File: config.mk
export PLATFORM = sky130hd
export DESIGN_NAME = nmea_frame_capture
export DESIGN_NICKNAME = d
export VERILOG_FILES = /design/src/rtl/nfc_pkg.sv /design/src/rtl/nmea_frame_capture.sv /design/src/rtl/nfc_ram.sv /design/src/rtl/nfc_front.sv /design/src/rtl/nfc_queue.sv /design/src/rtl/nfc_back.sv
export SDC_FILE = /design/constraint.sdc
export NUM_CORES = 2
export LEC_CHECK = 0
export BUFFER_PORTS_ARGS = -buffer_cell sky130_fd_sc_hd__buf_2
export CAP_MARGIN = 10
export CORE_MARGIN = 2
export CORE_UTILIZATION = 56
export CTS_BUF_LIST = sky130_fd_sc_hd__clkbuf_8
export DETAILED_ROUTE_END_ITERATION = 16
export PLACE_DENSITY = 0.77
export SLEW_MARGIN = 10
export SYNTH_ARGS = -nofsm -noshare
export SYNTH_HDL_FRONTEND = slang
export SYNTH_SLANG_ARGS = --single-unit
File: constraint.sdc
create_clock -name clk -period 13.8 [get_ports clk]
set_clock_uncertainty 0.15 [all_clocks]
set_input_delay 2.07 -clock clk [delete_from_list [all_inputs] [get_ports clk]]
set_output_delay 2.07 -clock clk [all_outputs]
set_load 0.05 [all_outputs]
File: src/rtl/nfc_pkg.sv
// Shared types, command codes and register indexes for the NMEA frame capture block.
// No dependencies; every other file but nfc_ram refers to this package by scoped name.
package nfc_pkg;

  // Default sizes of the byte store and the frame table.
  localparam int DEF_BUF_DEPTH   = 256;
  localparam int DEF_FRAME_SLOTS = 16;

  // Depth of the queue between the front and the back.
  localparam int Q_DEPTH = 2;
  localparam int Q_PW    = $clog2(Q_DEPTH);
  localparam int Q_CW    = $clog2(Q_DEPTH + 1);

  // Command codes of the input word.
  localparam logic [1:0] CMD_RECEIVE   = 2'd0;
  localparam logic [1:0] CMD_CLEAR     = 2'd1;
  localparam logic [1:0] CMD_READ_BUF  = 2'd2;
  localparam logic [1:0] CMD_READ_SLOT = 2'd3;

  // Receive modes.
  localparam logic [1:0] MODE_IDLE = 2'd0;
  localparam logic [1:0] MODE_RAW  = 2'd1;
  localparam logic [1:0] MODE_NMEA = 2'd2;

  // Configuration register indexes.
  localparam logic [2:0] REG_RX_MODE    = 3'd0;
  localparam logic [2:0] REG_START_BYTE = 3'd1;
  localparam logic [2:0] REG_END_BYTE_A = 3'd2;
  localparam logic [2:0] REG_END_BYTE_B = 3'd3;
  localparam logic [2:0] REG_RAW_HEADER = 3'd4;

  // Operation classes decided by the front.
  typedef enum logic [2:0] {
    OP_IDLE_BYTE,
    OP_RAW_BYTE,
    OP_NMEA_BYTE,
    OP_BAD_MODE,
    OP_CLEAR,
    OP_READ_BUF,
    OP_READ_SLOT
  } op_t;

  // Byte classification against the configured marker values.
  typedef struct packed {
    logic is_start;
    logic is_end;
    logic is_header;
  } byte_class_t;

  // One queued word.
  typedef struct packed {
    op_t         op;
    byte_class_t cls;
    logic [7:0]  data_byte;
    logic [7:0]  read_index;
  } q_entry_t;

endpackage

File: src/rtl/nmea_frame_capture.sv
// An accepted word passes through the queue, then the back stage into the result register.
// Throughput: one word per cycle while the output is not stalled, set by the single pass
// through the back stage and its write or read of the byte store and the frame tables.
// Reset (rst, synchronous): clears the queue, the capture indexes and flags and the
// configuration registers to their defaults; the byte store and tables are not cleared.
//
// Top level of the NMEA frame capture block. It depends on nfc_pkg and instantiates
// nfc_front, nfc_queue and nfc_back (which holds the nfc_ram memories).
module nmea_frame_capture #(
  parameter int BUF_DEPTH   = nfc_pkg::DEF_BUF_DEPTH,
  parameter int FRAME_SLOTS = nfc_pkg::DEF_FRAME_SLOTS,
  localparam int WW = $clog2(BUF_DEPTH + 1),
  localparam int FW = $clog2(FRAME_SLOTS + 1)
) (
  input  logic          clk,
  input  logic          rst,
  // Configuration write channel.
  input  logic          cfg_valid,
  output logic          cfg_ready,
  input  logic [2:0]    cfg_index,
  input  logic [7:0]    cfg_data,
  // Input word channel.
  input  logic          in_valid,
  output logic          in_stall,
  input  logic [1:0]    cmd,
  input  logic [7:0]    data_byte,
  input  logic [7:0]    read_index,
  // Result word channel.
  output logic          out_valid,
  input  logic          out_stall,
  output logic [7:0]    read_byte,
  output logic [7:0]    header_pos,
  output logic [7:0]    end_pos,
  output logic [FW-1:0] frame_count,
  output logic [WW-1:0] write_count,
  output logic          frame_done,
  output logic          receiving,
  output logic          buffer_full,
  output logic          extra_header,
  output logic          overflow_reset
);

  // The front turns each incoming word into an operation class, with the byte already compared
  // against the start, end and raw header values. The user must write configuration only while
  // the block is idle (it does not enforce this), so classifying ahead of the back is safe.
  nfc_pkg::q_entry_t front_entry;
  nfc_pkg::q_entry_t head_entry;
  logic              q_full;
  logic              q_head_valid;
  logic              q_pop;
  logic              push;

  assign in_stall = q_full;
  assign push     = in_valid && !q_full;

  nfc_front u_front (
    .clk        (clk),
    .rst        (rst),
    .cfg_valid  (cfg_valid),
    .cfg_ready  (cfg_ready),
    .cfg_index  (cfg_index),
    .cfg_data   (cfg_data),
    .cmd        (cmd),
    .data_byte  (data_byte),
    .read_index (read_index),
    .entry      (front_entry)
  );

  // The queue lets the input side keep taking words while a result waits downstream.
  nfc_queue u_queue (
    .clk        (clk),
    .rst        (rst),
    .push       (push),
    .push_entry (front_entry),
    .full       (q_full),
    .pop        (q_pop),
    .head_valid (q_head_valid),
    .head_entry (head_entry)
  );

  // The back executes one word per cycle when not stalled: it updates the write and frame
  // indexes and the sticky flags, writes or reads the memories, and registers the result word.
  nfc_back #(
    .BUF_DEPTH   (BUF_DEPTH),
    .FRAME_SLOTS (FRAME_SLOTS)
  ) u_back (
    .clk            (clk),
    .rst            (rst),
    .q_valid        (q_head_valid),
    .q_entry        (head_entry),
    .q_pop          (q_pop),
    .out_valid      (out_valid),
    .out_stall      (out_stall),
    .read_byte      (read_byte),
    .header_pos     (header_pos),
    .end_pos        (end_pos),
    .frame_count    (frame_count),
    .write_count    (write_count),
    .frame_done     (frame_done),
    .receiving      (receiving),
    .buffer_full    (buffer_full),
    .extra_header   (extra_header),
    .overflow_reset (overflow_reset)
  );

endmodule

File: src/rtl/nfc_ram.sv
// Generic simple dual-port RAM with a registered read port that holds its data between reads.
// Used for the byte store and both frame position tables; no package dependency.
module nfc_ram #(
  parameter int WIDTH = 8,
  parameter int DEPTH = 16
) (
  input  logic                     clk,
  input  logic                     we,
  input  logic [$clog2(DEPTH)-1:0] waddr,
  input  logic [WIDTH-1:0]         wdata,
  input  logic                     re,
  input  logic [$clog2(DEPTH)-1:0] raddr,
  output logic [WIDTH-1:0]         rdata
);

  logic [WIDTH-1:0] mem [DEPTH];

  always_ff @(posedge clk) begin
    if (we) begin
      mem[waddr] <= wdata;
    end
    if (re) begin
      rdata <= mem[raddr];
    end
  end

endmodule

File: src/rtl/nfc_front.sv
// Front of the frame capture block: configuration registers and word classification.
// Depends on nfc_pkg for command, mode and register codes and for the queue word type.
module nfc_front (
  input  logic               clk,
  input  logic               rst,
  input  logic               cfg_valid,
  output logic               cfg_ready,
  input  logic [2:0]         cfg_index,
  input  logic [7:0]         cfg_data,
  input  logic [1:0]         cmd,
  input  logic [7:0]         data_byte,
  input  logic [7:0]         read_index,
  output nfc_pkg::q_entry_t  entry
);

  logic [1:0] rx_mode;
  logic [7:0] start_byte;
  logic [7:0] end_byte_a;
  logic [7:0] end_byte_b;
  logic [7:0] raw_header;

  assign cfg_ready = 1'b1;

  always_ff @(posedge clk) begin
    if (rst) begin
      rx_mode    <= nfc_pkg::MODE_IDLE;
      start_byte <= 8'd36;
      end_byte_a <= 8'd13;
      end_byte_b <= 8'd10;
      raw_header <= 8'd0;
    end else if (cfg_valid) begin
      case (cfg_index)
        nfc_pkg::REG_RX_MODE:    rx_mode    <= cfg_data[1:0];
        nfc_pkg::REG_START_BYTE: start_byte <= cfg_data;
        nfc_pkg::REG_END_BYTE_A: end_byte_a <= cfg_data;
        nfc_pkg::REG_END_BYTE_B: end_byte_b <= cfg_data;
        nfc_pkg::REG_RAW_HEADER: raw_header <= cfg_data;
        default: ;
      endcase
    end
  end

  always_comb begin
    entry.data_byte     = data_byte;
    entry.read_index    = read_index;
    // A zero byte never opens a sentence, whatever the start byte holds.
    entry.cls.is_start  = (data_byte != 8'd0) && (data_byte == start_byte);
    entry.cls.is_end    = (data_byte == end_byte_a) || (data_byte == end_byte_b);
    entry.cls.is_header = (raw_header != 8'd0) && (data_byte == raw_header);
    case (cmd)
      nfc_pkg::CMD_RECEIVE: begin
        case (rx_mode)
          nfc_pkg::MODE_IDLE: entry.op = nfc_pkg::OP_IDLE_BYTE;
          nfc_pkg::MODE_RAW:  entry.op = nfc_pkg::OP_RAW_BYTE;
          nfc_pkg::MODE_NMEA: entry.op = nfc_pkg::OP_NMEA_BYTE;
          default:            entry.op = nfc_pkg::OP_BAD_MODE;
        endcase
      end
      nfc_pkg::CMD_CLEAR:    entry.op = nfc_pkg::OP_CLEAR;
      nfc_pkg::CMD_READ_BUF: entry.op = nfc_pkg::OP_READ_BUF;
      default:               entry.op = nfc_pkg::OP_READ_SLOT;
    endcase
  end

endmodule

File: src/rtl/nfc_queue.sv
// Short flop-based queue that decouples the front from the back.
// Depends on nfc_pkg for the queue word type and depth.
module nfc_queue (
  input  logic               clk,
  input  logic               rst,
  input  logic               push,
  input  nfc_pkg::q_entry_t  push_entry,
  output logic               full,
  input  logic               pop,
  output logic               head_valid,
  output nfc_pkg::q_entry_t  head_entry
);

  nfc_pkg::q_entry_t               entries [nfc_pkg::Q_DEPTH];
  logic [nfc_pkg::Q_PW-1:0]        wr_ptr;
  logic [nfc_pkg::Q_PW-1:0]        rd_ptr;
  logic [nfc_pkg::Q_CW-1:0]        count;

  assign full       = (count == nfc_pkg::Q_CW'(nfc_pkg::Q_DEPTH));
  assign head_valid = (count != '0);
  assign head_entry = entries[rd_ptr];

  always_ff @(posedge clk) begin
    if (push) begin
      entries[wr_ptr] <= push_entry;
    end
  end

  always_ff @(posedge clk) begin
    if (rst) begin
      wr_ptr <= '0;
      rd_ptr <= '0;
      count  <= '0;
    end else begin
      if (push) begin
        wr_ptr <= (wr_ptr == nfc_pkg::Q_PW'(nfc_pkg::Q_DEPTH - 1)) ? '0
                                                                  : wr_ptr + 1'b1;
      end
      if (pop) begin
        rd_ptr <= (rd_ptr == nfc_pkg::Q_PW'(nfc_pkg::Q_DEPTH - 1)) ? '0
                                                                  : rd_ptr + 1'b1;
      end
      case ({push, pop})
        2'b10:   count <= count + 1'b1;
        2'b01:   count <= count - 1'b1;
        default: count <= count;
      endcase
    end
  end

endmodule

File: src/rtl/nfc_back.sv
// Back of the frame capture block: capture state, byte store, frame tables and result register.
// Depends on nfc_pkg for the queue word type and on nfc_ram for the three memories.
module nfc_back #(
  parameter int BUF_DEPTH   = nfc_pkg::DEF_BUF_DEPTH,
  parameter int FRAME_SLOTS = nfc_pkg::DEF_FRAME_SLOTS,
  localparam int WW = $clog2(BUF_DEPTH + 1),
  localparam int FW = $clog2(FRAME_SLOTS + 1)
) (
  input  logic               clk,
  input  logic               rst,
  input  logic               q_valid,
  input  nfc_pkg::q_entry_t  q_entry,
  output logic               q_pop,
  output logic               out_valid,
  input  logic               out_stall,
  output logic [7:0]         read_byte,
  output logic [7:0]         header_pos,
  output logic [7:0]         end_pos,
  output logic [FW-1:0]      frame_count,
  output logic [WW-1:0]      write_count,
  output logic               frame_done,
  output logic               receiving,
  output logic               buffer_full,
  output logic               extra_header,
  output logic               overflow_reset
);

  localparam int AW = $clog2(BUF_DEPTH);
  localparam int SW = $clog2(FRAME_SLOTS);

  // Capture state.
  logic [WW-1:0] wi, wi_next;
  logic [FW-1:0] fi, fi_next;
  logic          in_sentence, in_sentence_next;
  logic          recv, recv_next;
  logic          full, full_next;
  logic          extra, extra_next;

  // Memory controls.
  logic          st_we, st_re;
  logic          start_we, end_we, slot_re;
  logic [7:0]    end_wdata;
  logic [7:0]    st_rdata, start_rdata, end_rdata;

  // Step results.
  logic          done, forced, rb_sel, slot_sel;
  logic          wi_full, buf_room, slot_room, raw_slot_room, idx_buf_ok, idx_slot_ok;

  // Result register.
  logic          p1_valid;
  logic          p1_done, p1_forced, p1_rb_sel, p1_slot_sel;
  logic [FW-1:0] p1_fi;
  logic [WW-1:0] p1_wi;
  logic          p1_recv, p1_full, p1_extra;

  assign q_pop = q_valid && (!p1_valid || !out_stall);

  assign wi_full       = (wi >= WW'(BUF_DEPTH));
  assign buf_room      = (wi < WW'(BUF_DEPTH - 1));
  assign slot_room     = (fi < FW'(FRAME_SLOTS));
  assign raw_slot_room = (fi < FW'(FRAME_SLOTS - 1));
  assign idx_buf_ok    = (32'(q_entry.read_index) < 32'(BUF_DEPTH));
  assign idx_slot_ok   = (32'(q_entry.read_index) < 32'(FRAME_SLOTS));

  always_comb begin
    wi_next          = wi;
    fi_next          = fi;
    in_sentence_next = in_sentence;
    recv_next        = recv;
    full_next        = full;
    extra_next       = extra;
    st_we            = 1'b0;
    start_we         = 1'b0;
    end_we           = 1'b0;
    end_wdata        = 8'd0;
    done             = 1'b0;
    forced           = 1'b0;
    rb_sel           = 1'b0;
    slot_sel         = 1'b0;
    case (q_entry.op)
      nfc_pkg::OP_IDLE_BYTE: begin
        forced = wi_full;
      end
      nfc_pkg::OP_BAD_MODE: begin
        forced = 1'b1;
      end
      nfc_pkg::OP_RAW_BYTE: begin
        if (wi_full) begin
          forced = 1'b1;
        end else if (buf_room) begin
          st_we = 1'b1;
          if (q_entry.cls.is_header) begin
            if (raw_slot_room) begin
              start_we = 1'b1;
              end_we   = 1'b1;
              fi_next  = fi + 1'b1;
            end else begin
              extra_next = 1'b1;
            end
          end
          wi_next = wi + 1'b1;
        end else begin
          full_next = 1'b1;
        end
      end
      nfc_pkg::OP_NMEA_BYTE: begin
        if (wi_full) begin
          forced = 1'b1;
        end else if (!in_sentence) begin
          if (q_entry.cls.is_start) begin
            if (slot_room) begin
              st_we            = 1'b1;
              start_we         = 1'b1;
              end_we           = 1'b1;
              wi_next          = wi + 1'b1;
              in_sentence_next = 1'b1;
              recv_next        = 1'b1;
            end else begin
              forced = 1'b1;
            end
          end
        end else begin
          st_we   = 1'b1;
          wi_next = wi + 1'b1;
          if (q_entry.cls.is_end) begin
            // Past the last slot the sentence still counts but leaves no end mark.
            end_we           = slot_room;
            end_wdata        = 8'(wi);
            in_sentence_next = 1'b0;
            recv_next        = 1'b0;
            fi_next          = fi + 1'b1;
            done             = 1'b1;
          end
        end
      end
      nfc_pkg::OP_CLEAR: begin
        forced = 1'b0;
      end
      nfc_pkg::OP_READ_BUF: begin
        rb_sel = idx_buf_ok;
      end
      default: begin
        slot_sel = idx_slot_ok;
      end
    endcase
    if (forced || q_entry.op == nfc_pkg::OP_CLEAR) begin
      wi_next          = '0;
      fi_next          = '0;
      in_sentence_next = 1'b0;
      recv_next        = 1'b0;
      full_next        = 1'b0;
      extra_next       = 1'b0;
    end
  end

  assign st_re   = q_pop && rb_sel;
  assign slot_re = q_pop && slot_sel;

  nfc_ram #(.WIDTH(8), .DEPTH(BUF_DEPTH)) u_store (
    .clk   (clk),
    .we    (q_pop && st_we),
    .waddr (wi[AW-1:0]),
    .wdata (q_entry.data_byte),
    .re    (st_re),
    .raddr (AW'(q_entry.read_index)),
    .rdata (st_rdata)
  );

  nfc_ram #(.WIDTH(8), .DEPTH(FRAME_SLOTS)) u_start_tab (
    .clk   (clk),
    .we    (q_pop && start_we),
    .waddr (fi[SW-1:0]),
    .wdata (8'(wi)),
    .re    (slot_re),
    .raddr (SW'(q_entry.read_index)),
    .rdata (start_rdata)
  );

  nfc_ram #(.WIDTH(8), .DEPTH(FRAME_SLOTS)) u_end_tab (
    .clk   (clk),
    .we    (q_pop && end_we),
    .waddr (fi[SW-1:0]),
    .wdata (end_wdata),
    .re    (slot_re),
    .raddr (SW'(q_entry.read_index)),
    .rdata (end_rdata)
  );

  always_ff @(posedge clk) begin
    if (rst) begin
      wi          <= '0;
      fi          <= '0;
      in_sentence <= 1'b0;
      recv        <= 1'b0;
      full        <= 1'b0;
      extra       <= 1'b0;
      p1_valid    <= 1'b0;
    end else begin
      if (q_pop) begin
        wi          <= wi_next;
        fi          <= fi_next;
        in_sentence <= in_sentence_next;
        recv        <= recv_next;
        full        <= full_next;
        extra       <= extra_next;
        p1_valid    <= 1'b1;
      end else if (!out_stall) begin
        p1_valid    <= 1'b0;
      end
    end
  end

  always_ff @(posedge clk) begin
    if (q_pop) begin
      p1_done     <= done;
      p1_forced   <= forced;
      p1_rb_sel   <= rb_sel;
      p1_slot_sel <= slot_sel;
      p1_fi       <= fi_next;
      p1_wi       <= wi_next;
      p1_recv     <= recv_next;
      p1_full     <= full_next;
      p1_extra    <= extra_next;
    end
  end

  // Memory read data holds until the next read, so a stalled result stays put.
  assign out_valid      = p1_valid;
  assign read_byte      = p1_rb_sel ? st_rdata : 8'd0;
  assign header_pos     = p1_slot_sel ? start_rdata : 8'd0;
  assign end_pos        = p1_slot_sel ? end_rdata : 8'd0;
  assign frame_count    = p1_fi;
  assign write_count    = p1_wi;
  assign frame_done     = p1_done;
  assign receiving      = p1_recv;
  assign buffer_full    = p1_full;
  assign extra_header   = p1_extra;
  assign overflow_reset = p1_forced;

endmodule
After elaboration in Yosys (flattened, before gate mapping)
Memory sizes are Yosys's and may differ from the RTL's. A register that Yosys moved wholly into a read port is not among the register bits.
Index checks and enable logic that the tools add are counted.
{ "op_classes": {"multipliers": 0, "n_div": 0, "bitwise_logic": 2, "n_eq_ne": 22, "mux": 90, "magnitude_cmp": 5, "addsub": 6, "n_reduce_logical": 32, "shift": 0} }
{ "op_table": {"columns": ["cell", "count"], "rows": [
  ["9-bit 2-to-1 mux", 7],
  ["1-bit 2-to-1 mux", 59],
  ["8-bit 2-to-1 mux", 7],
  ["5-bit 2-to-1 mux", 8],
  ["8-bit equality test", 4],
  ["9-bit one-hot mux with 2 select lines", 1],
  ["8-bit nonzero test", 2],
  ["3-bit by 2-bit equality test with 1-bit output, second input constant", 4],
  ["5-bit one-hot mux with 2 select lines", 1],
  ["2-bit AND reduction", 5],
  ["9-bit by 1-bit adder with 9-bit output, second input constant", 1],
  ["3-bit equality test, second input constant", 3],
  ["9-bit greater-or-equal comparator, second input constant", 1],
  ["1-bit logical AND", 9],
  ["9-bit by 8-bit less-than comparator with 1-bit output, second input constant", 1],
  ["3-bit one-hot mux with 3 select lines", 1],
  ["2-bit equality test, second input constant", 4],
  ["8-bit by 5-bit less-than comparator with 1-bit output, second input constant", 1],
  ["2-bit by 1-bit equality test with 1-bit output, second input constant", 3],
  ["3-bit by 1-bit equality test with 1-bit output, second input constant", 2],
  ["3-bit zero test", 2],
  ["1-bit one-hot mux with 2 select lines", 3],
  ["2-bit one-hot mux with 3 select lines", 1],
  ["2-bit nonzero test", 3],
  ["17 further kinds", 24]
]} }
{ "word_totals": {"n_memories": 4, "mem_bits_rw": 2348, "elab_cells": 185, "latchBits": 0, "ff_bits": 78, "in_bits": 34, "romBits": 0} }
{ "mem_list": {"columns": ["name", "depth", "word_bits", "read_ports", "rd_ports_with_merged_regs", "wr", "line_no", "source"], "rows": [
  ["u_back.u_store.mem", 256, 8, 1, 1, 1, "nfc_ram.sv:16", "logic [WIDTH-1:0] mem [DEPTH];"],
  ["u_back.u_end_tab.mem", 16, 8, 1, 1, 1, "nfc_ram.sv:16", null],
  ["u_back.u_start_tab.mem", 16, 8, 1, 1, 1, "nfc_ram.sv:16", null],
  ["u_queue.entries", 2, 22, 1, 1, 1, "nfc_queue.sv:14", "nfc_pkg::q_entry_t entries [nfc_pkg::Q_DEPTH];"]
]} }

Depth between registers and ports, before layout
{ "depth": {"ltp_word": 9, "ltp_mapped": 16, "mapped_depth_nobuf": 9} }

By module
Synthesis repeated with hierarchy kept, for this count alone.
{ "unflattened": {"hier_cells": 4761, "area_unflattened_um2": 96227.3} }
{ "by_module_without_submodules": {"columns": ["module", "area_each_um2", "n_inst", "cells_per_inst"], "rows": [
  ["nfc_ram (u_back.u_store)", 79636.4, 1, 3733],
  ["nfc_ram (u_back.u_end_tab ...)", 5227.5, 2, 229],
  ["nfc_back", 2434.8, 1, 273],
  ["nfc_front", 1900.6, 1, 206],
  ["nfc_queue", 1786.7, 1, 90],
  ["nmea_frame_capture", 13.8, 1, 1]
]} }

Least setup slack after synthesis
Ideal clock, no wire load.
{ "synth_timing": {"kind": "input port to flip-flop", "from": "input out_stall", "to": "memory u_back.u_store.mem[224][0], enable pin", "path_slack_ps": 9388, "path_stages": 6, "arrival_time_ps": 3877, "required_ps": 13265, "n_path_buf": 1, "cell_sequence": "nand2_1 o21ai_1 a211oi_1 buf_2 nand3_1 nor3b_1"} }
{ "synth_between": {"elab_chain_cells": 6} }
{ "synth_lines": {"columns": ["item", "line_no", "source"], "rows": [
  ["from (decl)", "nmea_frame_capture.sv:30", "input logic out_stall,"],
  ["1-bit zero test", "nfc_back.sv:56", "assign q_pop = q_valid && (!p1_valid || !out_stall);"],
  ["1-bit logical OR", "nfc_back.sv:56", null],
  ["1-bit logical AND", "nfc_back.sv:56", null],
  ["1-bit logical AND", "nfc_back.sv:161", ".we (q_pop && st_we),"],
  ["1-bit 2-to-1 mux", "nfc_ram.sv:19", "if (we) begin"],
  ["1-bit 2-to-1 mux (not written as such)", "nfc_ram.sv:20", "mem[waddr] <= wdata;"],
  ["to (decl)", "nfc_ram.sv:16", null]
]} }
No other way between the ends.

==> load_flow_metrics.sql <==
INSERT INTO impl_metrics (metric_group, metric, value, unit) VALUES
('outcome', 'result_of_the_run', 'complete, no violations', ''),
('sta', 'max_fclk', '153', 'MHz'),
('setup_path', 'capturing_element_of_the_worst_setup_path', 'u_back.u_store.rdata[7]$_DFFE_PP_', ''),
('place', 'post-dp-hpwl', '149000', 'um'),
('logic_synthesis', 'async_set_or_reset_register_ratio_after_synthesis', '0', '%'),
('logic_synthesis', 'syn_area', '97000', 'um2'),
('clocking', 'cts_root_buf', 'sky130_fd_sc_hd__clkbuf_8', ''),
('global_routing', 'grt_pass1_wl', '372000', 'um'),
('global_routing', 'grt_overflow_total', '0', ''),
('clocking', 'cts_sinks', '2451', ''),
('setup_path', 'critPathRequiredTime', '14.45', 'ns'),
('logic_synthesis', 'synth_most_common_cell', 'sky130_fd_sc_hd__edfxtp_1', ''),
('sta', 'slew_viol_final', '0', ''),
('logic_synthesis', 'synth-edff-count', '2393', ''),
('routing', 'drt_first_iter_violations', '8961', ''),
('sta', 'setup_violations', '0', ''),
('hold_path', 'worstHoldStart', 'u_back.extra$_SDFFE_PP0P_', ''),
('place', 'minimum_setup_slack_after_placement', '7.37', 'ns'),
('clocking', 'cts-buffers-inserted', '389', ''),
('clocking', 'cts_setup_buffers', '0', ''),
('global_routing', 'grt_start_max_net_pins', '156', ''),
('power_and_ir_drop', 'internal_power', '13.2', 'mW'),
('logic_synthesis', 'average_cell_area_after_synthesis', '16.4', 'um2'),
('power_and_ir_drop', 'share_clk_of_total_power', '28.3', '%'),
('logic_synthesis', 'post-synth-top-area-cell', 'sky130_fd_sc_hd__edfxtp_1', ''),
('clocking', 'clock_latency', '1.07', 'ns'),
('global_routing', 'grt_antenna_before_repair', '14', ''),
('routing', 'drc', '0', ''),
('sta', 'final.setup.tns', '0', 'ns'),
('logic_synthesis', 'synthDominantCellAreaShare', '74.1', '%'),
('power_and_ir_drop', 'power_switching', '6.52', 'mW'),
('setup_path', 'crit_path_max_fanout', '118', ''),
('sta', 'min_period', '6.52', 'ns'),
('setup_path', 'depth_of_the_most_critical_reg_to_reg_path', '11', ''),
('logic_synthesis', 'synth-warning-count', '0', ''),
('sta', 'timing.max_slew.rel_slack', '3.66', '%'),
('finish', 'areaGrowthSynthToFinish', '9.93', '%'),
('logic_synthesis', 'post_synth_num_cell_types', '73', ''),
('floorplanning', 'die_h', '420', 'um'),
('sta', 'rsz0062_at_grt', 'no', ''),
('setup_path', 'arrival', '7.17', 'ns'),
('routing', 'vias', '57086', ''),
('setup_path', 'r2r_setup_slack', '7.28', 'ns'),
('logic_synthesis', 'syn_nets', '5971', ''),
('logic_synthesis', 'top_cells_by_area_in_the_synthesized_netlist', 'sky130_fd_sc_hd__edfxtp_1 (74%), sky130_fd_sc_hd__mux4_2 (7.4%), sky130_fd_sc_hd__nand2_1 (3.6%)', ''),
('routing', 'drt_pre_antenna_iters', '6', ''),
('floorplanning', 'die_width', '420', 'um'),
('setup_path', 'setup.worst_path.start_class', 'flip-flop', ''),
('power_and_ir_drop', 'share_comb_of_total_power', '26.0', '%'),
('logic_synthesis', 'syn_inst_count', '5926', ''),
('power_and_ir_drop', 'static-leakage-power', '34.5', 'nW'),
('clocking', 'post_cts.resized_instances', '0', ''),
('logic_synthesis', 'netlist_top_cells_count', 'sky130_fd_sc_hd__edfxtp_1 (2393), sky130_fd_sc_hd__nand2_1 (918), sky130_fd_sc_hd__nor2_1 (362)', ''),
('clocking', 'clk_transition_reported_paths', '0.06', 'ns'),
('global_routing', 'grtUsageTotal', '29.0', '%'),
('place', 'routabilityCongestion', '0.885', ''),
('floorplanning', 'core_area', '172000', 'um2'),
('floorplanning', 'dieArea', '177000', 'um2'),
('hold_path', 'hold_path_class', 'reg -> reg', ''),
('power_and_ir_drop', 'switching_share', '33.1', '%'),
('power_and_ir_drop', 'worst_ir_drop_vdd', '0.000168', 'V'),
('place', 'port-buffer-count', '78', ''),
('sta', 'setup_slack_of_the_critical_path_after_layout', '7.28', 'ns'),
('setup_path', 'critical_path_class', 'reg -> reg', ''),
('clocking', 'cts_tree', 'yes', ''),
('clocking', 'htree_num_levels', '5', ''),
('routing', 'drt.antenna.violating_nets', '0', ''),
('floorplanning', 'initial_core_util', '56.4', '%'),
('clocking', 'postCtsHoldBufs', '0', ''),
('global_routing', 'first_global_vias', '55945', ''),
('routing', 'final_routed_wirelength_across_all_metal_layers', '256000', 'um');
worst max-delay path: stages, from the launching register on:
cell	delay [ns]
sky130_fd_sc_hd__dfxtp_4	0.76
sky130_fd_sc_hd__mux2_8	0.82
sky130_fd_sc_hd__buf_12	0.50
sky130_fd_sc_hd__buf_4	0.70
sky130_fd_sc_hd__buf_4	0.74
sky130_fd_sc_hd__mux4_2	0.62
sky130_fd_sc_hd__o31ai_1	0.21
sky130_fd_sc_hd__a21oi_1	0.07
sky130_fd_sc_hd__nor4_1	0.74
sky130_fd_sc_hd__buf_4	0.24
sky130_fd_sc_hd__nor2_1	0.06
sky130_fd_sc_hd__mux2_2	0.33
routing by layer:
| layer | global-route usage, % | part of all wire [%] | routed length (um) |
|---|---|---|---|
| met5 | 0 | 0.033 | 84 |
| met4 | 14.6 | 5.5 | 13900 |
| met3 | 8.19 | 14 | 35100 |
| met2 | 43.8 | 46 | 118000 |
| met1 | 38.8 | 35 | 88900 |
kinds of logic (layout without fill, tap and decap cells):
family | after synthesis | count (layout) | share of synthesized area (%)
AND/OR/NAND/NOR | 1776 | 1776 | 7.81
flip-flops | 2451 | 2451 | 75.3
multiplexers | 512 | 512 | 9.44
other | 1 | 12 | 0.00387
XOR/XNOR | 39 | 39 | 0.352
AO/OA/AOI/OAI | 729 | 729 | 5.01
buffers and inverters | 407 | 896 | 1.98
adder cells (fa/ha/maj) | 11 | 11 | 0.142
worst min path at each step:
| stage | cells after the start | end | slack [ns] |
|---|---|---|---|
| 2_1_floorplan | 2 | u_back.extra$_SDFFE_PP0P_ | 0.29 |
| 3_3_place_gp | 2 | u_back.extra$_SDFFE_PP0P_ | 0.29 |
| 3_5_place_dp | 2 | u_back.extra$_SDFFE_PP0P_ | 0.30 |
| 4_1_cts | 2 | u_back.extra$_SDFFE_PP0P_ | 0.31 |
| 5_1_grt | 2 | u_back.extra$_SDFFE_PP0P_ | 0.34 |
| 6_report | 2 | u_back.extra$_SDFFE_PP0P_ | 0.31 |
state kept, by name (all words and copies together), names as in the netlist, 2 cells and up, named ones only:
register                  cells
u_back.fi                     5
u_queue.entries              44
u_back.u_end_tab.rdata        8
u_back.u_start_tab.mem      128
u_back.u_end_tab.mem        128
u_queue.count                 2
u_front.raw_header            8
u_back.frame_count            5
u_back.wi                     9
u_front.end_byte_a            8
u_front.start_byte            8
u_back.u_start_tab.rdata      8
u_front.end_byte_b            8
u_back.u_store.rdata          8
u_back.write_count            9
u_back.u_store.mem         2048
u_front.rx_mode               2
power groups by stage:
stage | logic [mW] | registers (mW) | clock network, mW
2_1_floorplan | 3.07 | 9.24 | 0
3_3_place_gp | 4.89 | 9.15 | 0
3_5_place_dp | 4.99 | 9.16 | 0
4_1_cts | 5.00 | 9.00 | 5.59
5_1_grt | 5.31 | 9.01 | 5.91
6_report | 5.11 | 9.00 | 5.57
through the flow:
stage	power [mW]	instance area (um2)	hold WS, ns	std cells	util (%)
after floorplan	12.3	97000	0.286	5926	-
after global placement	14.0	99800	0.295	8051	58.0
after CTS	19.6	107000	0.312	8725	62.0
after detailed placement	14.1	99800	0.304	8051	58.0
after global routing	20.2	107000	0.337	8727	62.0
final	19.7	107000	0.309	8736	62.0
layout by cell type, fill, tap and decap left out, types with 13 or more instances in the layout:
cell type,Yosys,layout
sky130_fd_sc_hd__a2111oi_0,87,79
sky130_fd_sc_hd__a211oi_1,22,21
sky130_fd_sc_hd__a21oi_1,276,276
sky130_fd_sc_hd__a221oi_1,32,32
sky130_fd_sc_hd__a311oi_1,14,14
sky130_fd_sc_hd__a31oi_1,44,43
sky130_fd_sc_hd__a32oi_1,19,18
sky130_fd_sc_hd__and2_1,31,31
sky130_fd_sc_hd__and3_1,40,40
sky130_fd_sc_hd__buf_2,100,78
sky130_fd_sc_hd__buf_4,27,115
sky130_fd_sc_hd__clkbuf_8,0,403
sky130_fd_sc_hd__clkinv_1,0,95
sky130_fd_sc_hd__clkinv_2,0,48
sky130_fd_sc_hd__dfxtp_1,58,57
sky130_fd_sc_hd__edfxtp_1,2393,2393
sky130_fd_sc_hd__inv_1,26,143
sky130_fd_sc_hd__mux2i_1,173,167
sky130_fd_sc_hd__mux4_2,320,320
sky130_fd_sc_hd__nand2_1,918,917
sky130_fd_sc_hd__nand3_1,232,231
sky130_fd_sc_hd__nand4_1,42,42
sky130_fd_sc_hd__nor2_1,362,357
sky130_fd_sc_hd__nor2b_1,18,18
sky130_fd_sc_hd__nor3_1,69,64
sky130_fd_sc_hd__nor4_1,14,13
sky130_fd_sc_hd__o2111ai_1,22,22
sky130_fd_sc_hd__o21ai_0,67,66
sky130_fd_sc_hd__o221ai_1,22,22
sky130_fd_sc_hd__o22ai_1,21,20
sky130_fd_sc_hd__o31ai_1,24,24
sky130_fd_sc_hd__xnor2_1,36,36
final cells by class:
cell class	instances	area (um2)	share of cell area, %
antenna	11	27.5	0.0258
clock buffer	403	5550	5.20
clock inverter	271	1280	1.20
inverter	26	97.6	0.0915
multi-input combinational	3068	22500	21.1
sequential	2451	73000	68.5
tap	2310	2890	2.71
timing repair buffer	196	1310	1.23
Note: power is estimated with default switching activity, not from simulation.
